[src/rtl/ipv4_header_parse_check_unit_macros.svh]
// ----------------------------------------------------------------------------
// ipv4_header_parse_check_unit_macros.svh
// Assertion macros shared by the IPv4 header parse/check RTL.
// ----------------------------------------------------------------------------
`ifndef IPV4_HEADER_PARSE_CHECK_UNIT_MACROS_SVH
`define IPV4_HEADER_PARSE_CHECK_UNIT_MACROS_SVH

// Same-cycle implication, disabled during reset
`define IHPC_ASSERT_IMP(label, clk, rstn, ante, cons, msg) \
  label: assert property (@(posedge clk) disable iff (!(rstn)) (ante) |-> (cons)) \
    else $error(msg);

// Next-cycle implication, disabled during reset
`define IHPC_ASSERT_NXT(label, clk, rstn, ante, cons, msg) \
  label: assert property (@(posedge clk) disable iff (!(rstn)) (ante) |=> (cons)) \
    else $error(msg);

`endif

[src/rtl/ihpc_pkg.sv]
// ----------------------------------------------------------------------------
// ihpc_pkg
// Types and constants for the IPv4 header parse/check unit.
// ----------------------------------------------------------------------------
`default_nettype none

package ihpc_pkg;

  // Result beat kinds
  typedef enum logic [1:0] {
    KIND_OPTION  = 2'd0,
    KIND_PAYLOAD = 2'd1,
    KIND_STATUS  = 2'd2
  } kind_e;

  // Frame status codes; also used as the sticky error code (ST_OK = none)
  typedef enum logic [2:0] {
    ST_OK           = 3'd0,
    ST_SHORT        = 3'd1,
    ST_BAD_VERSION  = 3'd2,
    ST_BAD_IHL      = 3'd3,
    ST_LEN_MISMATCH = 3'd4,
    ST_BAD_CSUM     = 3'd5
  } status_e;

  localparam logic [3:0]  IP_VERSION     = 4'd4;
  localparam logic [3:0]  MIN_IHL        = 4'd5;
  localparam logic [15:0] BASE_HDR_BYTES = 16'd20;
  localparam logic [15:0] CSUM_LO_INDEX  = 16'd11;
  localparam logic [15:0] INDEX_MAX      = 16'hFFFF;

  localparam int unsigned QUEUE_DEPTH = 4;
  localparam int unsigned QPTR_W      = $clog2(QUEUE_DEPTH);

  // Captured header information reported on a status beat
  typedef struct packed {
    status_e     status;
    logic [7:0]  protocol;
    logic [7:0]  ttl;
    logic [15:0] ident;
    logic [2:0]  flags;
    logic [12:0] frag_offset;
    logic [31:0] src_address;
    logic [31:0] dst_address;
    logic [5:0]  option_bytes;
  } hdr_info_t;

  // One queue entry: results caused by one input byte
  typedef struct packed {
    logic      has_data;
    kind_e     data_kind;
    logic [7:0] data_byte;
    logic      has_status;
    hdr_info_t info;
  } entry_t;

  // One output beat
  typedef struct packed {
    kind_e     kind;
    logic [7:0] out_byte;
    logic      last;
    hdr_info_t info;
  } beat_t;

endpackage

`default_nettype wire

[src/rtl/ihpc_in_if.sv]
// ----------------------------------------------------------------------------
// ihpc_in_if
// Byte input channel: valid/ready with a frame-end mark.
// ----------------------------------------------------------------------------
`default_nettype none

interface ihpc_in_if;
  logic       valid;
  logic       ready;
  logic [7:0] data_byte;
  logic       frame_end;

  modport source (output valid, data_byte, frame_end, input ready);
  modport sink   (input valid, data_byte, frame_end, output ready);
endinterface

`default_nettype wire

[src/rtl/ihpc_out_if.sv]
// ----------------------------------------------------------------------------
// ihpc_out_if
// Result channel: option/payload bytes and the end-of-frame status.
// ----------------------------------------------------------------------------
`default_nettype none

interface ihpc_out_if;
  logic        valid;
  logic        ready;
  logic [1:0]  kind;
  logic [7:0]  out_byte;
  logic        last;
  logic [2:0]  status;
  logic [7:0]  protocol;
  logic [7:0]  ttl;
  logic [15:0] ident;
  logic [2:0]  flags;
  logic [12:0] frag_offset;
  logic [31:0] src_address;
  logic [31:0] dst_address;
  logic [5:0]  option_bytes;

  modport source (output valid, kind, out_byte, last, status, protocol, ttl, ident, flags,
                  frag_offset, src_address, dst_address, option_bytes, input ready);
  modport sink   (input valid, kind, out_byte, last, status, protocol, ttl, ident, flags,
                  frag_offset, src_address, dst_address, option_bytes, output ready);
endinterface

`default_nettype wire

[src/rtl/ipv4_header_parse_check_unit.sv]
// Latency: a byte's result beat passes through the entry queue and then the registered output stage.
// Throughput: one byte per cycle while the queue is not full; a frame's final byte that also carries a
// data beat yields two output beats, absorbed by the 4-entry queue.
// Reset: rst_ni asynchronous active low; clears the parse state and queue,
// no clearing pass is needed.
// ----------------------------------------------------------------------------
// ipv4_header_parse_check_unit
// IPv4 header parser with header checksum verification: parser front,
// entry queue and result back end.
// ----------------------------------------------------------------------------
`default_nettype none

module ipv4_header_parse_check_unit
  import ihpc_pkg::*;
#(
  parameter int unsigned MAX_FRAME_BYTES = 65535
) (
  input  wire logic  clk_i,
  input  wire logic  rst_ni,
  ihpc_in_if.sink    byte_i,
  ihpc_out_if.source result_o
);

  logic   push, full, pop, empty;
  entry_t push_entry, head;

  ihpc_front #(
    .MAX_FRAME_BYTES(MAX_FRAME_BYTES)
  ) u_front (
    .clk_i       (clk_i),
    .rst_ni      (rst_ni),
    .byte_i      (byte_i),
    .full_i      (full),
    .push_o      (push),
    .push_entry_o(push_entry)
  );

  ihpc_queue u_queue (
    .clk_i       (clk_i),
    .rst_ni      (rst_ni),
    .push_i      (push),
    .push_entry_i(push_entry),
    .full_o      (full),
    .pop_i       (pop),
    .head_o      (head),
    .empty_o     (empty)
  );

  ihpc_back u_back (
    .clk_i   (clk_i),
    .rst_ni  (rst_ni),
    .head_i  (head),
    .empty_i (empty),
    .pop_o   (pop),
    .result_o(result_o)
  );

endmodule

`default_nettype wire

[src/rtl/ihpc_queue.sv]
// ----------------------------------------------------------------------------
// ihpc_queue
// Short entry queue between the parser front and the result back end.
// ----------------------------------------------------------------------------
`default_nettype none

module ihpc_queue
  import ihpc_pkg::*;
(
  input  wire logic   clk_i,
  input  wire logic   rst_ni,
  input  wire logic   push_i,
  input  wire entry_t push_entry_i,
  output      logic   full_o,
  input  wire logic   pop_i,
  output      entry_t head_o,
  output      logic   empty_o
);

  localparam logic [QPTR_W:0] DepthCount = (QPTR_W+1)'(QUEUE_DEPTH);

  entry_t            slot_q [QUEUE_DEPTH];
  logic [QPTR_W-1:0] wr_ptr_q, wr_ptr_d;
  logic [QPTR_W-1:0] rd_ptr_q, rd_ptr_d;
  logic [QPTR_W:0]   count_q, count_d;

  assign full_o  = (count_q == DepthCount);
  assign empty_o = (count_q == '0);
  assign head_o  = slot_q[rd_ptr_q];

  // pointer and count update
  always_comb begin
    wr_ptr_d = wr_ptr_q;
    rd_ptr_d = rd_ptr_q;
    count_d  = count_q;
    if (push_i) begin
      wr_ptr_d = (wr_ptr_q == QPTR_W'(QUEUE_DEPTH - 1)) ? '0 : wr_ptr_q + 1'b1;
    end
    if (pop_i) begin
      rd_ptr_d = (rd_ptr_q == QPTR_W'(QUEUE_DEPTH - 1)) ? '0 : rd_ptr_q + 1'b1;
    end
    case ({push_i, pop_i})
      2'b10:   count_d = count_q + 1'b1;
      2'b01:   count_d = count_q - 1'b1;
      default: count_d = count_q;
    endcase
  end

  always_ff @(posedge clk_i or negedge rst_ni) begin
    if (!rst_ni) begin
      wr_ptr_q <= '0;
      rd_ptr_q <= '0;
      count_q  <= '0;
    end else begin
      wr_ptr_q <= wr_ptr_d;
      rd_ptr_q <= rd_ptr_d;
      count_q  <= count_d;
    end
  end

  // entry storage
  always_ff @(posedge clk_i) begin
    if (push_i) begin
      slot_q[wr_ptr_q] <= push_entry_i;
    end
  end

endmodule

`default_nettype wire

[src/rtl/ihpc_front.sv]
// ----------------------------------------------------------------------------
// ihpc_front
// Accepts frame bytes, parses the header, keeps the checksum and builds
// one queue entry per byte that causes any result.
// ----------------------------------------------------------------------------
`default_nettype none

module ihpc_front
  import ihpc_pkg::*;
#(
  parameter int unsigned MAX_FRAME_BYTES = 65535
) (
  input  wire logic   clk_i,
  input  wire logic   rst_ni,
  ihpc_in_if.sink     byte_i,
  input  wire logic   full_i,
  output      logic   push_o,
  output      entry_t push_entry_o
);

  logic [15:0] byte_index_q, byte_index_d;
  logic [3:0]  header_words_q, header_words_d;
  logic [15:0] sum_q, sum_d;
  logic [7:0]  hold_q, hold_d;
  logic [15:0] stored_csum_q, stored_csum_d;
  logic [15:0] decl_len_q, decl_len_d;
  status_e     error_q, error_d;
  logic [7:0]  protocol_q, protocol_d;
  logic [7:0]  ttl_q, ttl_d;
  logic [15:0] ident_q, ident_d;
  logic [2:0]  flags_q, flags_d;
  logic [12:0] frag_q, frag_d;
  logic [31:0] src_q, src_d;
  logic [31:0] dst_q, dst_d;

  logic        accept;
  logic [7:0]  b;
  logic [15:0] p;
  logic        first;
  status_e     err_start;
  logic [5:0]  hlen;
  logic        in_hdr;
  logic [16:0] add_raw;
  logic [15:0] add_fold;
  logic        csum_fail;
  logic [16:0] frame_len;
  status_e     fin_status;
  logic        has_data;

  assign byte_i.ready = !full_i;
  assign accept       = byte_i.valid && byte_i.ready;
  assign b            = byte_i.data_byte;
  assign p            = byte_index_q;
  assign first        = (p == '0);

  // header parse, checksum and capture
  always_comb begin
    header_words_d = first ? b[3:0] : header_words_q;
    if (first) begin
      if (b[7:4] != IP_VERSION)  err_start = ST_BAD_VERSION;
      else if (b[3:0] < MIN_IHL) err_start = ST_BAD_IHL;
      else                       err_start = ST_OK;
    end else begin
      err_start = error_q;
    end
    sum_d         = first ? '0 : sum_q;
    decl_len_d    = first ? '0 : decl_len_q;
    stored_csum_d = first ? '0 : stored_csum_q;
    protocol_d    = first ? '0 : protocol_q;
    ttl_d         = first ? '0 : ttl_q;
    ident_d       = first ? '0 : ident_q;
    flags_d       = first ? '0 : flags_q;
    frag_d        = first ? '0 : frag_q;
    src_d         = first ? '0 : src_q;
    dst_d         = first ? '0 : dst_q;
    hold_d        = hold_q;

    hlen   = {header_words_d, 2'b00};
    in_hdr = (err_start == ST_OK) && (p < {10'd0, hlen});

    // ones-complement add of the word built from the held even byte
    add_raw  = {1'b0, sum_d} + {1'b0, hold_q, b};
    add_fold = add_raw[15:0] + {15'd0, add_raw[16]};

    if (in_hdr) begin
      if (!p[0]) begin
        hold_d = b;
      end else if (p != CSUM_LO_INDEX) begin
        sum_d = add_fold;
      end
      case (p)
        16'd2:   decl_len_d[15:8]    = b;
        16'd3:   decl_len_d[7:0]     = b;
        16'd4:   ident_d[15:8]       = b;
        16'd5:   ident_d[7:0]        = b;
        16'd6: begin
          flags_d       = b[7:5];
          frag_d[12:8]  = b[4:0];
        end
        16'd7:   frag_d[7:0]         = b;
        16'd8:   ttl_d               = b;
        16'd9:   protocol_d          = b;
        16'd10:  stored_csum_d[15:8] = b;
        16'd11:  stored_csum_d[7:0]  = b;
        16'd12:  src_d[31:24]        = b;
        16'd13:  src_d[23:16]        = b;
        16'd14:  src_d[15:8]         = b;
        16'd15:  src_d[7:0]          = b;
        16'd16:  dst_d[31:24]        = b;
        16'd17:  dst_d[23:16]        = b;
        16'd18:  dst_d[15:8]         = b;
        16'd19:  dst_d[7:0]          = b;
        default: ;
      endcase
    end

    // checksum verdict on the last header byte
    csum_fail = in_hdr && (p == {10'd0, hlen - 6'd1}) && (stored_csum_d != ~sum_d);
    error_d   = csum_fail ? ST_BAD_CSUM : err_start;

    byte_index_d = byte_i.frame_end ? '0 : ((p != INDEX_MAX) ? p + 1'b1 : p);
  end

  // end-of-frame status in priority order
  always_comb begin
    frame_len = {1'b0, p} + 17'd1;
    if (frame_len < {1'b0, BASE_HDR_BYTES}) begin
      fin_status = ST_SHORT;
    end else if (error_d == ST_BAD_VERSION || error_d == ST_BAD_IHL) begin
      fin_status = error_d;
    end else if (frame_len < {11'd0, hlen}) begin
      fin_status = ST_SHORT;
    end else if (frame_len != {1'b0, decl_len_d} ||
                 frame_len > 17'(MAX_FRAME_BYTES)) begin
      fin_status = ST_LEN_MISMATCH;
    end else if (error_d == ST_BAD_CSUM) begin
      fin_status = ST_BAD_CSUM;
    end else begin
      fin_status = ST_OK;
    end
  end

  // queue entry
  always_comb begin
    has_data = (err_start == ST_OK) && (!in_hdr || p >= BASE_HDR_BYTES);
    push_o   = accept && (has_data || byte_i.frame_end);

    push_entry_o.has_data          = has_data;
    push_entry_o.data_kind         = in_hdr ? KIND_OPTION : KIND_PAYLOAD;
    push_entry_o.data_byte         = b;
    push_entry_o.has_status        = byte_i.frame_end;
    push_entry_o.info.status       = fin_status;
    push_entry_o.info.protocol     = protocol_d;
    push_entry_o.info.ttl          = ttl_d;
    push_entry_o.info.ident        = ident_d;
    push_entry_o.info.flags        = flags_d;
    push_entry_o.info.frag_offset  = frag_d;
    push_entry_o.info.src_address  = src_d;
    push_entry_o.info.dst_address  = dst_d;
    push_entry_o.info.option_bytes = (header_words_d >= MIN_IHL) ?
                                     {header_words_d - MIN_IHL, 2'b00} : '0;
  end

  always_ff @(posedge clk_i or negedge rst_ni) begin
    if (!rst_ni) begin
      byte_index_q   <= '0;
      header_words_q <= '0;
      sum_q          <= '0;
      hold_q         <= '0;
      stored_csum_q  <= '0;
      decl_len_q     <= '0;
      error_q        <= ST_OK;
      protocol_q     <= '0;
      ttl_q          <= '0;
      ident_q        <= '0;
      flags_q        <= '0;
      frag_q         <= '0;
      src_q          <= '0;
      dst_q          <= '0;
    end else if (accept) begin
      byte_index_q   <= byte_index_d;
      header_words_q <= header_words_d;
      sum_q          <= sum_d;
      hold_q         <= hold_d;
      stored_csum_q  <= stored_csum_d;
      decl_len_q     <= decl_len_d;
      error_q        <= error_d;
      protocol_q     <= protocol_d;
      ttl_q          <= ttl_d;
      ident_q        <= ident_d;
      flags_q        <= flags_d;
      frag_q         <= frag_d;
      src_q          <= src_d;
      dst_q          <= dst_d;
    end
  end

endmodule

`default_nettype wire

[src/rtl/ihpc_back.sv]
// ----------------------------------------------------------------------------
// ihpc_back
// Drains queue entries into output beats: the data beat first, then the
// status beat, through a registered output stage.
// ----------------------------------------------------------------------------
`default_nettype none

`include "ipv4_header_parse_check_unit_macros.svh"

module ihpc_back
  import ihpc_pkg::*;
(
  input  wire logic   clk_i,
  input  wire logic   rst_ni,
  input  wire entry_t head_i,
  input  wire logic   empty_i,
  output      logic   pop_o,
  ihpc_out_if.source  result_o
);

  logic  out_valid_q, out_valid_d;
  beat_t beat_q, beat_d;
  logic  sent_data_q, sent_data_d;
  logic  load;

  assign load = !out_valid_q || result_o.ready;

  // beat selection
  always_comb begin
    out_valid_d = out_valid_q;
    beat_d      = beat_q;
    sent_data_d = sent_data_q;
    pop_o       = 1'b0;
    if (load) begin
      out_valid_d = !empty_i;
      if (!empty_i) begin
        if (head_i.has_data && !sent_data_q) begin
          beat_d.kind     = head_i.data_kind;
          beat_d.out_byte = head_i.data_byte;
          beat_d.last     = 1'b0;
          beat_d.info     = '0;
          sent_data_d     = head_i.has_status;
          pop_o           = !head_i.has_status;
        end else begin
          beat_d.kind     = KIND_STATUS;
          beat_d.out_byte = '0;
          beat_d.last     = 1'b1;
          beat_d.info     = head_i.info;
          sent_data_d     = 1'b0;
          pop_o           = 1'b1;
        end
      end
    end
  end

  always_ff @(posedge clk_i or negedge rst_ni) begin
    if (!rst_ni) begin
      out_valid_q <= 1'b0;
      sent_data_q <= 1'b0;
    end else begin
      out_valid_q <= out_valid_d;
      sent_data_q <= sent_data_d;
    end
  end

  always_ff @(posedge clk_i) begin
    beat_q <= beat_d;
  end

  assign result_o.valid        = out_valid_q;
  assign result_o.kind         = beat_q.kind;
  assign result_o.out_byte     = beat_q.out_byte;
  assign result_o.last         = beat_q.last;
  assign result_o.status       = beat_q.info.status;
  assign result_o.protocol     = beat_q.info.protocol;
  assign result_o.ttl          = beat_q.info.ttl;
  assign result_o.ident        = beat_q.info.ident;
  assign result_o.flags        = beat_q.info.flags;
  assign result_o.frag_offset  = beat_q.info.frag_offset;
  assign result_o.src_address  = beat_q.info.src_address;
  assign result_o.dst_address  = beat_q.info.dst_address;
  assign result_o.option_bytes = beat_q.info.option_bytes;

  // a half-delivered entry stays at the queue head
  `IHPC_ASSERT_IMP(a_half_entry_held, clk_i, rst_ni, sent_data_q, !empty_i, "half entry lost")
  // a split entry's data beat is loaded as a valid non-status beat
  `IHPC_ASSERT_NXT(a_split_then_status, clk_i, rst_ni, load && sent_data_d && !sent_data_q,
                   out_valid_q && beat_q.kind != KIND_STATUS, "split order broken")
  // status beats close the frame, data beats do not
  `IHPC_ASSERT_IMP(a_last_on_status, clk_i, rst_ni, out_valid_q,
                   beat_q.last == (beat_q.kind == KIND_STATUS), "last mismatch")

endmodule

`default_nettype wire
[src/flat_wrapper.sv]
// flat-port wrapper written by rule: the top's interface ports become plain ports
module ipv4_header_parse_check_unit_flat import ihpc_pkg::*;
#(
  parameter int unsigned MAX_FRAME_BYTES = 65535
)
  (clk_i, rst_ni, byte_i_valid, byte_i_data_byte, byte_i_frame_end, byte_i_ready, result_o_valid, result_o_kind, result_o_out_byte, result_o_last, result_o_status, result_o_protocol, result_o_ttl, result_o_ident, result_o_flags, result_o_frag_offset, result_o_src_address, result_o_dst_address, result_o_option_bytes, result_o_ready);
  ihpc_in_if byte_i_i ();
  ihpc_out_if result_o_i ();
  input  wire logic clk_i;
  input  wire logic rst_ni;
  input wire logic [$bits(byte_i_i.valid)-1:0] byte_i_valid;
  input wire logic [$bits(byte_i_i.data_byte)-1:0] byte_i_data_byte;
  input wire logic [$bits(byte_i_i.frame_end)-1:0] byte_i_frame_end;
  output wire logic [$bits(byte_i_i.ready)-1:0] byte_i_ready;
  output wire logic [$bits(result_o_i.valid)-1:0] result_o_valid;
  output wire logic [$bits(result_o_i.kind)-1:0] result_o_kind;
  output wire logic [$bits(result_o_i.out_byte)-1:0] result_o_out_byte;
  output wire logic [$bits(result_o_i.last)-1:0] result_o_last;
  output wire logic [$bits(result_o_i.status)-1:0] result_o_status;
  output wire logic [$bits(result_o_i.protocol)-1:0] result_o_protocol;
  output wire logic [$bits(result_o_i.ttl)-1:0] result_o_ttl;
  output wire logic [$bits(result_o_i.ident)-1:0] result_o_ident;
  output wire logic [$bits(result_o_i.flags)-1:0] result_o_flags;
  output wire logic [$bits(result_o_i.frag_offset)-1:0] result_o_frag_offset;
  output wire logic [$bits(result_o_i.src_address)-1:0] result_o_src_address;
  output wire logic [$bits(result_o_i.dst_address)-1:0] result_o_dst_address;
  output wire logic [$bits(result_o_i.option_bytes)-1:0] result_o_option_bytes;
  input wire logic [$bits(result_o_i.ready)-1:0] result_o_ready;
  assign byte_i_i.valid = byte_i_valid;
  assign byte_i_i.data_byte = byte_i_data_byte;
  assign byte_i_i.frame_end = byte_i_frame_end;
  assign byte_i_ready = byte_i_i.ready;
  assign result_o_valid = result_o_i.valid;
  assign result_o_kind = result_o_i.kind;
  assign result_o_out_byte = result_o_i.out_byte;
  assign result_o_last = result_o_i.last;
  assign result_o_status = result_o_i.status;
  assign result_o_protocol = result_o_i.protocol;
  assign result_o_ttl = result_o_i.ttl;
  assign result_o_ident = result_o_i.ident;
  assign result_o_flags = result_o_i.flags;
  assign result_o_frag_offset = result_o_i.frag_offset;
  assign result_o_src_address = result_o_i.src_address;
  assign result_o_dst_address = result_o_i.dst_address;
  assign result_o_option_bytes = result_o_i.option_bytes;
  assign result_o_i.ready = result_o_ready;
  ipv4_header_parse_check_unit #(.MAX_FRAME_BYTES(MAX_FRAME_BYTES)) u_core (.clk_i(clk_i), .rst_ni(rst_ni), .byte_i(byte_i_i), .result_o(result_o_i));
endmodule
[config.mk]
export PLATFORM = sky130hd
export DESIGN_NAME = ipv4_header_parse_check_unit_flat
export DESIGN_NICKNAME = d
export VERILOG_FILES = /design/src/rtl/ihpc_pkg.sv /design/src/rtl/ihpc_in_if.sv /design/src/rtl/ihpc_out_if.sv /design/src/rtl/ipv4_header_parse_check_unit.sv /design/src/rtl/ihpc_queue.sv /design/src/rtl/ihpc_front.sv /design/src/rtl/ihpc_back.sv /design/src/flat_wrapper.sv
export VERILOG_INCLUDE_DIRS = /design/src /design/src/rtl
export SDC_FILE = /design/constraint.sdc
export NUM_CORES = 1
export LEC_CHECK = 0
export BUFFER_PORTS_ARGS = -buffer_cell sky130_fd_sc_hd__buf_2
export CORE_MARGIN = 5
export CORE_UTILIZATION = 60
export DETAILED_ROUTE_END_ITERATION = 8
export GPL_TIMING_DRIVEN = 0
export PLACE_DENSITY = 0.78
export SLEW_MARGIN = 5
export SYNTH_ARGS = -nofsm -noshare
export SYNTH_HDL_FRONTEND = slang
export SYNTH_SLANG_ARGS = --single-unit
[constraint.sdc]
create_clock -name clk_i -period 12 [get_ports clk_i]
set_clock_uncertainty 0.2 [all_clocks]
set_input_delay 0.6 -clock clk_i [delete_from_list [all_inputs] [get_ports clk_i]]
set_output_delay 0.6 -clock clk_i [all_outputs]
set_load 0.03 [all_outputs]
Word-level counts from Yosys, hierarchy flattened. Memories as Yosys holds them, arrays and structs flattened. Index checks and enable logic that the tools add are counted. W data, S select, Z words.

Logic and storage cells: 175. Memories: 1. Output and inout port bits: 134. Register bits: 332. RAM bits: 528.

Reduce and logical (&&, ||, !) cells: 26. $add $sub $neg: 10. Magnitude comparators: 7. Equal/unequal tests: 32. Bitwise operators: 3. Multiplexer cells: 65.

Memory list: u_core.u_queue.slot_q (depth 4, bits a word 132, read ports 1, clocked after memory_dff 0, wr ports 1, RTL line ihpc_queue.sv:22) `entry_t slot_q [QUEUE_DEPTH];`.

Operator list (count): $mux W16 (12); $mux W8 (21); $eq A16 B4 Y1 const B (8); $mux W32 (4); $mux W122 (1); $eq A16 B3 Y1 const B (4); $eq A16 B5 Y1 const B (4); $eq A16 B2 Y1 const B (2); $mux W3 (10); $mux W13 (2); $add A16 B1 Y17 const B (1); $add A16 B16 Y17 (1); $gt A17 B16 Y1 const B (1); $lt A17 B5 Y1 const B (1); $lt A17 B6 Y1 (1); $ne A17 B16 Y1 (1); $add A16 B1 Y16 (1); $add A16 B1 Y16 const B (1); $eq A16 B6 Y1 (1); $ge A16 B5 Y1 const B (1); $logic_not A16 Y1 (1); $lt A16 B6 Y1 (1); $ne A16 B16 Y1 (1); $ne A16 B16 Y1 const B (1); 28 further kinds (61).

Logic depth before layout (Yosys ltp).
Depth in word-level cells: 17. Depth in mapped cells: 32.

Modules after synthesis. Synthesis repeated with hierarchy kept, for this count alone.

Cell total of the unflattened synthesis: 2725. Area total of the unflattened synthesis: 37512.2 sq um.

By module, submodules not included: ihpc_queue (area each 19573.8 sq um, cells each 734, times used 1); ihpc_front (area each 12924.9 sq um, cells each 1703, times used 1); ihpc_back (area each 5013.6 sq um, cells each 288, times used 1).

Worst setup path after synthesis. Ideal clock, no wire load.

Kind: register to register. From: register u_core.u_back.out_valid_q, in the netlist u_core.u_back.result_o.valid. To: register u_core.u_queue.count_q[2]. Path slack: 3.151 ns. Data required time: 11.721 ns. Setup time: 0.079 ns. Cell stages (with the launch flop): 9. Clock period less this slack: 8.849 ns. Buffers on the path: 0. Data arrival time: 8.570 ns. Path through: dfrtp_1 a21oi_1 a21boi_0 ha_1 inv_1 fa_1 xor2_1 nor2_1 xor2_1.

Longest elaborated chain between the ends: 5. Elaborated cells between the ends (all ways): 7. Classes of those cells: eq/ne (2); mux (2); reduce/logical (3).

RTL lines: start, declared (RTL line ihpc_back.sv:21) `logic out_valid_q, out_valid_d;`; start signal, assigned (RTL line ihpc_back.sv:61) `out_valid_q <= out_valid_d;`; $logic_not A1 Y1 (*) (RTL line ihpc_back.sv:26) `assign load = !out_valid_q || result_o.ready;`; $logic_or A1 B1 Y1 (*) (RTL line ihpc_back.sv:26); $mux W1 (*) (RTL line ihpc_back.sv:34) `if (load) begin`; named net u_core.pop (RTL line ipv4_header_parse_check_unit.sv:24) `logic push, full, pop, empty;`; $eq A2 B1 Y1 / $eq A2 B2 Y1 (equally long branches) (RTL line ihpc_queue.sv:42) `case ({push_i, pop_i})`; $pmux W3 S2 / $reduce_bool A2 Y1 (equally long branches); end signal, assigned (RTL line ihpc_queue.sv:57) `count_q <= count_d;`; end, declared (RTL line ihpc_queue.sv:25) `logic [QPTR_W:0] count_q, count_d;`.

The timed path passes the listed nets; every way through them passes the cells marked *. A chain may end at the register's enable or synchronous reset.

==> results.md <==
* Worst Reg2Reg Path Length in Cells at 32
* Most frequent CP cell: sky130_fd_sc_hd__clkbuf_1
* Wire length reported by the detailed router at approximately 96,000 µm
* Hold-critical path depth at 1
* Pin count of the biggest net entering global routing at approximately 110
* Leakage Power at 15.73 nW
* Met2 wire length at 47,450 µm
* Register bit total from synthesis at 850
* Final Power at slightly above 0.01 W
* Post-Synthesis Cell Area at 37,290 µm²
* Total die area at between 60,000 and 70,000 µm²
* Seq/Total Area, Yosys at 0.6577
* Relative contribution of the clock network to total power at 0.280
* Logic gate share of total power at 0.333
* Part of the cycle the worst path needs at 0.8517
* Int Power at about 0.0066 W
* Final setup violating endpoints at 0
* Final critical-path required period at 10,220 ps
* Growth of design area from synthesis to finish at 13.89%
* Number of standard cells in the final layout excluding fillers at about 3,900
* Detailed-router iteration count before antenna repair at 6
* Global-route wire length before repair at between 100,000 and 150,000 µm
* Number of cells in the design after placement at around 3,700
* HPWL reported at the end of detailed placement at between 60,000 and 70,000 µm
* Global route overflow at 0
* Worst IR drop on VDD at approximately 210 µV
* CP endpoint kind: register
* Kind of start point of the critical path: register
* CTS tree: built
* Total number of vias at between 20,000 and 25,000
* Buffer cell driving the clock tree root: sky130_fd_sc_hd__clkbuf_16
* TritonCTS Buffers at between 80 and 90
* Routed Antenna Nets at 0
* Highest layer used for signal routing: met4
* Number of buffers added on ports at 144
* Vertical die dimension at between 200 and 300 µm
* Cells after synthesis at around 2,700
* Mean Syn Cell Area at ~14 µm²
* Clock latency reported for the late side of the worst-skew pair at 640 ps
* Arrival time worst endpoint at between 10,000 and 15,000 ps
* Number of enable-type register cells in the synthesized netlist at 650
* Worst Slack Setup Final at approximately 1800 ps
* Antenna violations before repair at 1
* Post-synth cell types at 89
* Worst-path cell with the longest stage delay: sky130_fd_sc_hd__clkbuf_1
* Worst path required time at 12,110 ps
* Clock buffer depth at 3
* Max-slew violation count at 0
* Number of design rule violations left after detail routing at 0
* Fill cell instance count of the final layout at about 4,000
* Max-cap violations at 0
* Prevailing post-synth register cell: sky130_fd_sc_hd__edfxtp_1
* Worst-margin pin slew at approximately 1400 ps
* # IOs at between 100 and 150
* Hold slack at between 20 and 30 ps
* Top cell family by delay on the critical path: buffers and inverters
* Routed wire length on met3 at 7603 µm
* Final hold vios at 0
* Max frequency at just under 100 MHz
* Share of total power in sequential cells at 0.387
* Classification of the worst-slack hold path: input port to register
* CP peak stage delay at around 750 ps
* Net switching power at 0.003565 W
* Vias in the first global route at approximately 24,000
* Final Net Count at 2,990
* Routed met1 length at 37,270 µm
* Critical path depth at 32
* Result of the run: finished clean
* GPL Wtd Cong at roughly 0.94
* Total number of placement rows at 91
* Total Negative Setup Slacks at 0 ps
* Total global routing track utilization at 0.2853
* Relative max-transition margin at 0.07263
* Effective utilization at floorplan at 0.6053
* Switching portion of total power at 0.3511
* Area taken by flip-flops and latches at 24,520 µm²
* Setup slack at placement at around 2000 ps
* Sink Count at 850
* H-tree depth reported by CTS at 3
* Share of cells above drive strength 1 at 0.1849
* Core footprint at ~62,000 µm²
* Post-cts gate resize count at 0
* Worst setup path category: register to register
* CTS clk-pin slew, worst paths at about 60 ps
* Total area of multi-input combinational cells at roughly 12,000 µm²
* Synthesis warning total at 0
* P per Cell Area at 239.1 nW/µm²
* Drt via density at roughly 6.2
* WP buf/inv at 7
* 1st-iter DRT viols at 2,667
* Highest net fanout along the worst path at 10
* Unrepaired setup endpoints after global routing: no
* Routed len/inst at 24.96 µm
* Async S/R FF share, synth at 0.2353
* Horizontal die dimension at 259.3 µm
[per-layer routing]
layer,global-route usage,vias up
met5,0,-
met4,0.1114,0
met3,0.04533,261
met2,0.4680,1257
met1,0.3918,12050
li1,-,10430
[area by class of cell]
cell class	count	share of cell area
plain buffers	180	0.01718
diodes	1	0.00005893
clock inverters	48	0.01432
flip-flops and latches	850	0.5775
clock buffers	114	0.05704
multi-input cells	1639	0.2818
well taps	837	0.02466
inverters	26	0.002298
repair buffers	161	0.02516
[power by group through the flow]
stage / Combinational (W) / Clock [W] / Sequential (W)
2_1_floorplan: 0.00176 / 0 / 0.00451
3_3_place_gp: 0.00323 / 0 / 0.00406
3_5_place_dp: 0.00335 / 0 / 0.00398
4_1_cts: 0.00339 / 0.00286 / 0.00394
5_1_grt: 0.00359 / 0.00299 / 0.00397
6_report: 0.00338 / 0.00284 / 0.00393
[registers in the layout, summed over array words and instances, names as in the netlist, 13 cells and up]
signal                              cells
u_core.u_back.result_o.dst_address     32
u_core.u_back.result_o.frag_offset     13
u_core.u_back.result_o.ident           16
u_core.u_back.result_o.src_address     32
u_core.u_front.byte_index_q            16
u_core.u_front.decl_len_q              16
u_core.u_front.dst_q                   32
u_core.u_front.frag_q                  13
u_core.u_front.ident_q                 16
u_core.u_front.src_q                   32
u_core.u_front.stored_csum_q           16
u_core.u_front.sum_q                   16
u_core.u_queue.slot_q                 520
[cells in the mapped netlist (15+ instances only)]
library cell / count / area, µm²
sky130_fd_sc_hd__nor2_1: 78 / 292.8
sky130_fd_sc_hd__nand3_1: 37 / 185.2
sky130_fd_sc_hd__nor2b_1: 128 / 800.8
sky130_fd_sc_hd__clkbuf_1: 141 / 529.3
sky130_fd_sc_hd__nand2_1: 503 / 1888
sky130_fd_sc_hd__xor2_1: 37 / 324.1
sky130_fd_sc_hd__nor3_1: 17 / 85.08
sky130_fd_sc_hd__a21oi_1: 47 / 235.2
sky130_fd_sc_hd__nand4_1: 18 / 112.6
sky130_fd_sc_hd__buf_1: 20 / 75.07
sky130_fd_sc_hd__o21ai_0: 182 / 910.9
sky130_fd_sc_hd__ha_1: 31 / 387.9
sky130_fd_sc_hd__mux2_2: 71 / 799.5
sky130_fd_sc_hd__a22o_1: 39 / 341.6
sky130_fd_sc_hd__dfrtp_1: 200 / 5005
sky130_fd_sc_hd__mux4_2: 130 / 2928
sky130_fd_sc_hd__inv_1: 24 / 90.09
sky130_fd_sc_hd__edfxtp_1: 650 / 19520
sky130_fd_sc_hd__and2_1: 48 / 300.3
sky130_fd_sc_hd__xnor2_1: 51 / 446.7
sky130_fd_sc_hd__o31ai_1: 15 / 112.6
[cells by family (layout without fill, tap and decap cells)]
| group | after synthesis | in the layout | share of synthesized area |
|---|---|---|---|
| muxes | 214 | 214 | 0.1035 |
| adders and majority gates | 35 | 35 | 0.01201 |
| AOI/OAI and AO/OA | 384 | 384 | 0.06500 |
| DFF | 850 | 850 | 0.6577 |
| xor gates and xnor gates | 91 | 91 | 0.02232 |
| other | 1 | 3 | 0.0001006 |
| buffers and inverters | 206 | 529 | 0.02218 |
| and+or+nand+nor | 913 | 913 | 0.1172 |
[cells in the final DEF, fill, tap and decap left out, types with 46 or more instances in the layout]
cell type | netlist | routed
sky130_fd_sc_hd__nor2_1 | 78 | 78
sky130_fd_sc_hd__mux4_2 | 130 | 130
sky130_fd_sc_hd__a21oi_1 | 47 | 46
sky130_fd_sc_hd__nor2b_1 | 128 | 128
sky130_fd_sc_hd__edfxtp_1 | 650 | 650
sky130_fd_sc_hd__dfrtp_1 | 200 | 200
sky130_fd_sc_hd__clkbuf_1 | 141 | 157
sky130_fd_sc_hd__xnor2_1 | 51 | 51
sky130_fd_sc_hd__clkbuf_16 | 0 | 90
sky130_fd_sc_hd__nand2_1 | 503 | 503
sky130_fd_sc_hd__buf_2 | 10 | 153
sky130_fd_sc_hd__o21ai_0 | 182 | 182
sky130_fd_sc_hd__mux2_2 | 71 | 71
[stage by stage]
stage / util / instance area [µm²]
final: 0.6894 / 42460
after floorplan: - / 37290
after detailed placement: 0.6395 / 39390
after CTS: 0.6893 / 42460
after global routing: 0.6893 / 42460
after global placement: 0.6341 / 39060
[what timing repair did]
item	in CTS	in global routing
hold buffers	4	0
endpoints found under the hold margin	105	0
buffers inserted	0	0
[final timing paths]
path                                           startpoint                            end  slack [ps]
max                        u_core.u_front.byte_index_q[0]  u_core.u_queue.slot_q[2][118]        1780
min                                   byte_i_data_byte[2]  u_core.u_queue.slot_q[3][124]          30
max reg2reg                u_core.u_front.byte_index_q[0]  u_core.u_queue.slot_q[2][118]        1780
min reg2reg                       u_core.u_front.ttl_q[1]        u_core.u_front.ttl_q[1]         280
max in group asynchronous                          rst_ni        u_core.u_front.dst_q[4]       10210
min in group asynchronous                          rst_ni       u_core.u_front.frag_q[6]         340
[worst register-to-register path: cells and delay by family (launching register included)]
kind	cells	cell delay, ps
adders and majority gates	4	1150
buffers and inverters	7	3690
DFF	1	520
AOI/OAI and AO/OA	7	1540
xor gates and xnor gates	1	240
and+or+nand+nor	11	2050
muxes	2	500
Power figures use the tool's default switching activity.
